File: src/hdl/spq_pkg.sv
// Shared types and constants for the sorted priority queue.
// No dependencies; imported by spq_cell and sorted_priority_queue.
`default_nettype none

package spq_pkg;

  localparam int DefCapacity = 64;
  localparam int DataW       = 32;
  localparam int CountW      = 7;

  // Operation codes carried in the kind field
  localparam logic [1:0] KIND_ENQ   = 2'd0;
  localparam logic [1:0] KIND_DEQ   = 2'd1;
  localparam logic [1:0] KIND_CLR   = 2'd2;
  localparam logic [1:0] KIND_QUERY = 2'd3;

  // Status codes reported with every result
  localparam logic [1:0] STAT_OK    = 2'd0;
  localparam logic [1:0] STAT_EMPTY = 2'd1;
  localparam logic [1:0] STAT_FULL  = 2'd2;

  typedef struct packed {
    logic [1:0]              kind;
    logic signed [DataW-1:0] item_value;
    logic signed [DataW-1:0] item_priority;
  } cmd_t;

  typedef struct packed {
    logic signed [DataW-1:0] removed_value;
    logic [1:0]              status;
    logic signed [DataW-1:0] front_value;
    logic signed [DataW-1:0] back_value;
    logic [CountW-1:0]       entry_count;
    logic                    is_empty;
  } result_t;

  // Contents of one queue slot as seen by its neighbors
  typedef struct packed {
    logic                    valid;
    logic signed [DataW-1:0] value;
    logic signed [DataW-1:0] prio;
  } slot_t;

  // Broadcast control to every cell, already qualified by full/empty
  typedef struct packed {
    logic enq;
    logic deq;
    logic clr;
  } cell_ctrl_t;

endpackage

`default_nettype wire

File: src/hdl/spq_cell.sv
// One slot of the sorted queue chain: holds an entry, compares against the
// incoming priority and shifts with its neighbors. Depends on spq_pkg.
`default_nettype none

module spq_cell (
  input  wire                         clk,
  input  wire                         rst,
  input  spq_pkg::cell_ctrl_t         ctrl,
  input  wire signed [31:0]           new_value,
  input  wire signed [31:0]           new_priority,
  input  spq_pkg::slot_t              prev_slot,
  input  wire                         prev_keep,
  input  spq_pkg::slot_t              next_slot,
  output spq_pkg::slot_t              slot,
  output logic                        keep
);
  import spq_pkg::*;

  logic                    valid;
  logic signed [DataW-1:0] value;
  logic signed [DataW-1:0] prio;
  slot_t                   slot_next;

  // An entry stays put when it ranks at or above the newcomer
  assign keep = valid && (prio >= new_priority);

  assign slot = '{valid: valid, value: value, prio: prio};

  // Next contents: clear, hold, take the new entry, or shift from a neighbor
  always_comb begin
    slot_next = slot;
    if (ctrl.clr) begin
      slot_next.valid = 1'b0;
    end else if (ctrl.deq) begin
      slot_next = next_slot;
    end else if (ctrl.enq && !keep) begin
      if (prev_keep) begin
        slot_next = '{valid: 1'b1, value: new_value, prio: new_priority};
      end else begin
        slot_next = prev_slot;
      end
    end
  end

  always_ff @(posedge clk) begin
    if (rst) begin
      valid <= 1'b0;
    end else begin
      valid <= slot_next.valid;
    end
  end

  always_ff @(posedge clk) begin
    value <= slot_next.value;
    prio  <= slot_next.prio;
  end

endmodule

`default_nettype wire

File: config.mk
export PLATFORM = sky130hd
export DESIGN_NAME = spq_cell
export DESIGN_NICKNAME = d
export VERILOG_FILES = /design/src/hdl/spq_pkg.sv /design/src/hdl/spq_cell.sv
export SDC_FILE = /design/constraint.sdc
export NUM_CORES = 1
export LEC_CHECK = 0
export ABC_AREA = 1
export BUFFER_PORTS_ARGS = -buffer_cell sky130_fd_sc_hd__buf_4
export CORE_AREA = 2 2 103 105
export CTS_CLUSTER_SIZE = 14
export DETAILED_ROUTE_END_ITERATION = 8
export DIE_AREA = 0 0 105 107
export PLACE_DENSITY = 0.83
export SLEW_MARGIN = 20
export SYNTH_ARGS = -nofsm -noshare
export SYNTH_HDL_FRONTEND = slang
export SYNTH_SLANG_ARGS = --single-unit
export TNS_END_PERCENT = 1
File: constraint.sdc
create_clock -name clk -period 7.8 [get_ports clk]
set_input_delay 0.78 -clock clk [delete_from_list [all_inputs] [get_ports clk]]
set_output_delay 0.78 -clock clk [all_outputs]
set_load 0.02 [all_outputs]
* Word level (Yosys, flattened, before mapping)
Cells that the tools add are included.
** Cells by class
- Reductions and logical operators :: 6
- Magnitude comparators :: 1
- Multiplexer cells :: 3
- Bitwise operators :: 1
** Operators with widths (count)
- $mux 65 :: 3
- $ge 32x32->1 :: 1
- $logic_and 1x1->1 :: 2
- $reduce_and 2->1 :: 1
- $reduce_bool 2->1 :: 1
- $reduce_or 2->1 :: 1
- $logic_not 1->1 :: 1
- $not 1->1 :: 1
** Word-level totals
- Output and inout port bits :: 66
- Bits in registers :: 65
- Word-level logic and storage cells :: 14

* Longest topological paths before layout
- Depth in word-level cells :: 6
- Mapped depth :: 19
- Gate-level depth less buffers :: 19

* Worst setup path after synthesis
No wires, ideal clock.
- Path kind :: input to register
- From :: in new_priority[31]
- To :: reg prio[0] (enable)
- Stages :: 12
- Library setup time :: 0.508 ns
- Arrival :: 5.013 ns
- Slack :: 2.280 ns
- Buffers on the path :: 0
- Data required time :: 7.292 ns
- Path through :: inv_1 ha_1 nand2_1 nor2_2 nand2_2 nor4_4 nand2_1 nand3_1 nand3_2 nand2_2 nand2_2 a21oi_1
** On the way
- Longest elaborated chain between the ends :: 6
** Ends and longest elaborated chain
- start, declared :: line spq_cell.sv:10 : input wire signed [31:0] new_priority,
- $ge 32x32->1 :: line spq_cell.sv:25 : assign keep = valid && (prio >= new_priority);
- $logic_and 1x1->1 :: line spq_cell.sv:25
- $logic_not 1->1 :: line spq_cell.sv:36 : end else if (ctrl.enq && !keep) begin
- $logic_and 1x1->1 :: line spq_cell.sv:36
- $reduce_bool 2->1 (no line)
- $reduce_and 2->1 (no line)
- end signal, assigned :: line spq_cell.sv:55 : prio <= slot_next.prio;
- end, declared :: line spq_cell.sv:21 : logic signed [DataW-1:0] prio;
No other way between the ends.
A chain may end at the register's enable or synchronous reset.

* Final worst setup path
Ends and elaborated chain as after synthesis.

==> flow_summary.toml <==
[run_status]
status = "finished clean"

[clock_tree]
cts_tree = "done"
htree_levels = 3
cts.sink_count = 65
insertion_delay_ps = 340
postCtsSetupBuffers = 0
root_buffer = "clkbuf_8"
post_cts_resized = 0
ctsHoldBuffers = 0
clk_pin_slew_worst_paths_ps = 70
cts_buffer_depth = 2
cts_buffers = 9

[grt]
track_usage_pct = 23.5
first_global_vias = 4436
grt_max_degree = 69
antenna_found_initial = 0
grt_first_pass_wirelength_um = 20900
grt-ovfl-total = 0

[logic_synthesis]
synth.distinct_cells = 24
syn_inst = 507
syn_area_um2 = 4140
synth_nets = 739
yosys.area.top_type = "edfxtp_1"
synth.top_cell.area_share_pct = 46.4
ys_ff_latch = 65
synth.area.top_cells = "edfxtp_1 (46%), a21oi_1 (17%), ha_1 (9.7%)"
syn_avg_cell_area_um2 = 8.17
seq_area_frac_synth_pct = 46.9
ys_warn_count = 0

[drt]
drt_wl_total_um = 13600
drtPass1Iterations = 5
wire_per_inst_um = 15.2
vias_per_cell = 5.04
antenna_left = 0
vias = 4525
drt_iter0_drc = 326
drc = 0

[worst_setup_path]
r2r_end = "prio[0]"
worst-path-max-fanout = 59
crit_family = "simple AND/OR/NAND/NOR gates"
critPathCaptureType = "flop"
path_common_cell = "nand2_2"
reg2reg_from = "prio[31]"
cp-endpoint = "prio[0]"
r2r_slack_ps = 4830
start_kind = "input port"
worstPathRequired_ps = 7760
crit_chain = "buf_4 > inv_1 > ha_1 > nand2_1 > nor2_2 > nand2_2 > nor4_4 > nand2_1 > nand3_1 > nand3_2 > nand2_2 > nand2_2 > a21oi_4 > buf_4"
cp.arrival_ps = 3060
ff2ff_path_depth = 12
startpoint = "new_priority[31]"
cp_slowest_cell = "buf_4"
path_depth = 14
crit_type = "input port to flop"
path_buf_inv = 3
max_stage_delay_ps = 670

[flow_run]
drv_cap = 0

[die]
fp.dieH_um = 107
die_area_um2 = 11200
core-area_um2 = 10100
initial_core_util_pct = 41.0
die_w_um = 105
fp-row-count = 37
ios = 266

[timing]
maxSlewHeadroom_pct = 28.0
fin_worst_skew_ps = 12.6
slew_viol_final = 0
fin_ws_ps = 4700
fin_crit_sh_pct = 39.7
rsz0062_at_grt = "false"
hold_viol_final = 0
setup_tns_ps = 0
finalWorstPathRequiredPeriod_ps = 3100
fmax_ghz = 0.323
finalSetupViolCount = 0
worst_pin_slew_ps = 1080

[layout]
syn_to_final_growth_pct = 54.1
diodes = 0
drive_gt1_share_pct = 38.0
nets = 988

[place]
hpwl_um = 10200
pre_cts_ws_ps = 4340
place.gp.congestion = 0.879
port_buffers = 265

[power]
powerDensity_nw_per_um2 = 153
ir_drop_v = 0.0000829
power.leakage_uw = 0.00311

[min_path]
holdCritPathClass = "flop to flop"
[how the worst min path moves through the flow]
stage | endpoint | depth (start not counted) | slack [ps] | startpoint
global route | valid | 4 | 710 | valid
CTS | valid | 4 | 670 | valid
floorplan | valid | 4 | 560 | valid
finish | valid | 4 | 650 | valid
detailed placement | valid | 4 | 660 | valid
global placement | valid | 4 | 660 | valid
[metal layers]
metal	vias to the layer above	share of wire [%]	GRT usage, %
met3	36	8.3	6.08
met4	0	3.3	11.2
li1	2217	-	-
met5	-	0	0
met1	2046	36	25.5
met2	226	52	42.5
[registers in the layout, indices dropped and copies added (netlist names)]
| name | flops |
|---|---|
| prio | 32 |
| value | 32 |
| valid | 1 |
[power by group]
| group | total, µW | switching, µW | internal, µW |
|---|---|---|---|
| registers | 428 | 11.1 | 417 |
| logic | 279 | 144 | 136 |
| clock network | 271 | 127 | 144 |
| total | 979 | 282 | 697 |
[area by class of cell]
type,count,area [µm²]
clock buffers,11,131
multi-input cells,370,1930
well taps,136,170
repair buffers,267,2000
clock inverters,5,46.3
inverters,43,161
fillers,830,3710
flip-flops and latches,65,1940
[synth_stat cells, drive strengths merged]
master / number
o21ai: 2
ha: 32
dfxtp: 1
o22ai: 1
nand3: 4
nand2: 106
nand4: 2
nor2: 74
nor4: 1
a21o: 1
a21oi: 144
o21a: 2
buf: 4
or3: 1
clkbuf: 25
inv: 43
edfxtp: 64
[tightest hold or removal path, cell delays in order, from the launching register on]
cell     delay [ps]
dfxtp_1         340
nand2_2          80
nand2_2          70
nand2_2          70
a21oi_2          40
[kinds of logic (layout without fill, tap and decap cells)]
kind of cell | count (synthesis) | after routing | share of synthesized area, %
compound gates | 150 | 150 | 18.4
flops | 65 | 65 | 46.9
fa+ha+maj | 32 | 32 | 9.66
simple gates | 188 | 188 | 18.2
buf+inv | 72 | 326 | 6.86
[cells in the final DEF, fill, tap and decap left out, types with 2 or more instances in the layout]
master	instances
nand3_1	3
ha_1	32
o21ai_0	2
nor2_1	73
edfxtp_1	64
clkinv_1	3
clkbuf_1	2
inv_1	41
a21oi_1	142
buf_4	267
nand4_1	2
inv_2	2
nand2_2	4
clkbuf_8	9
nand2_1	102
o21a_1	2
[stage by stage]
step	cell area, µm²	hold slack (ps)	power (µW)	utilization (%)	std cells
final	6380	647	979	63.3	897
after global routing	6380	706	1030	63.3	897
after CTS	6380	667	989	63.3	897
after detailed placement	6210	657	716	61.5	881
after global placement	6210	660	706	61.5	881
after floorplan	4140	559	570	-	507
(Power assumes the default switching activity.)
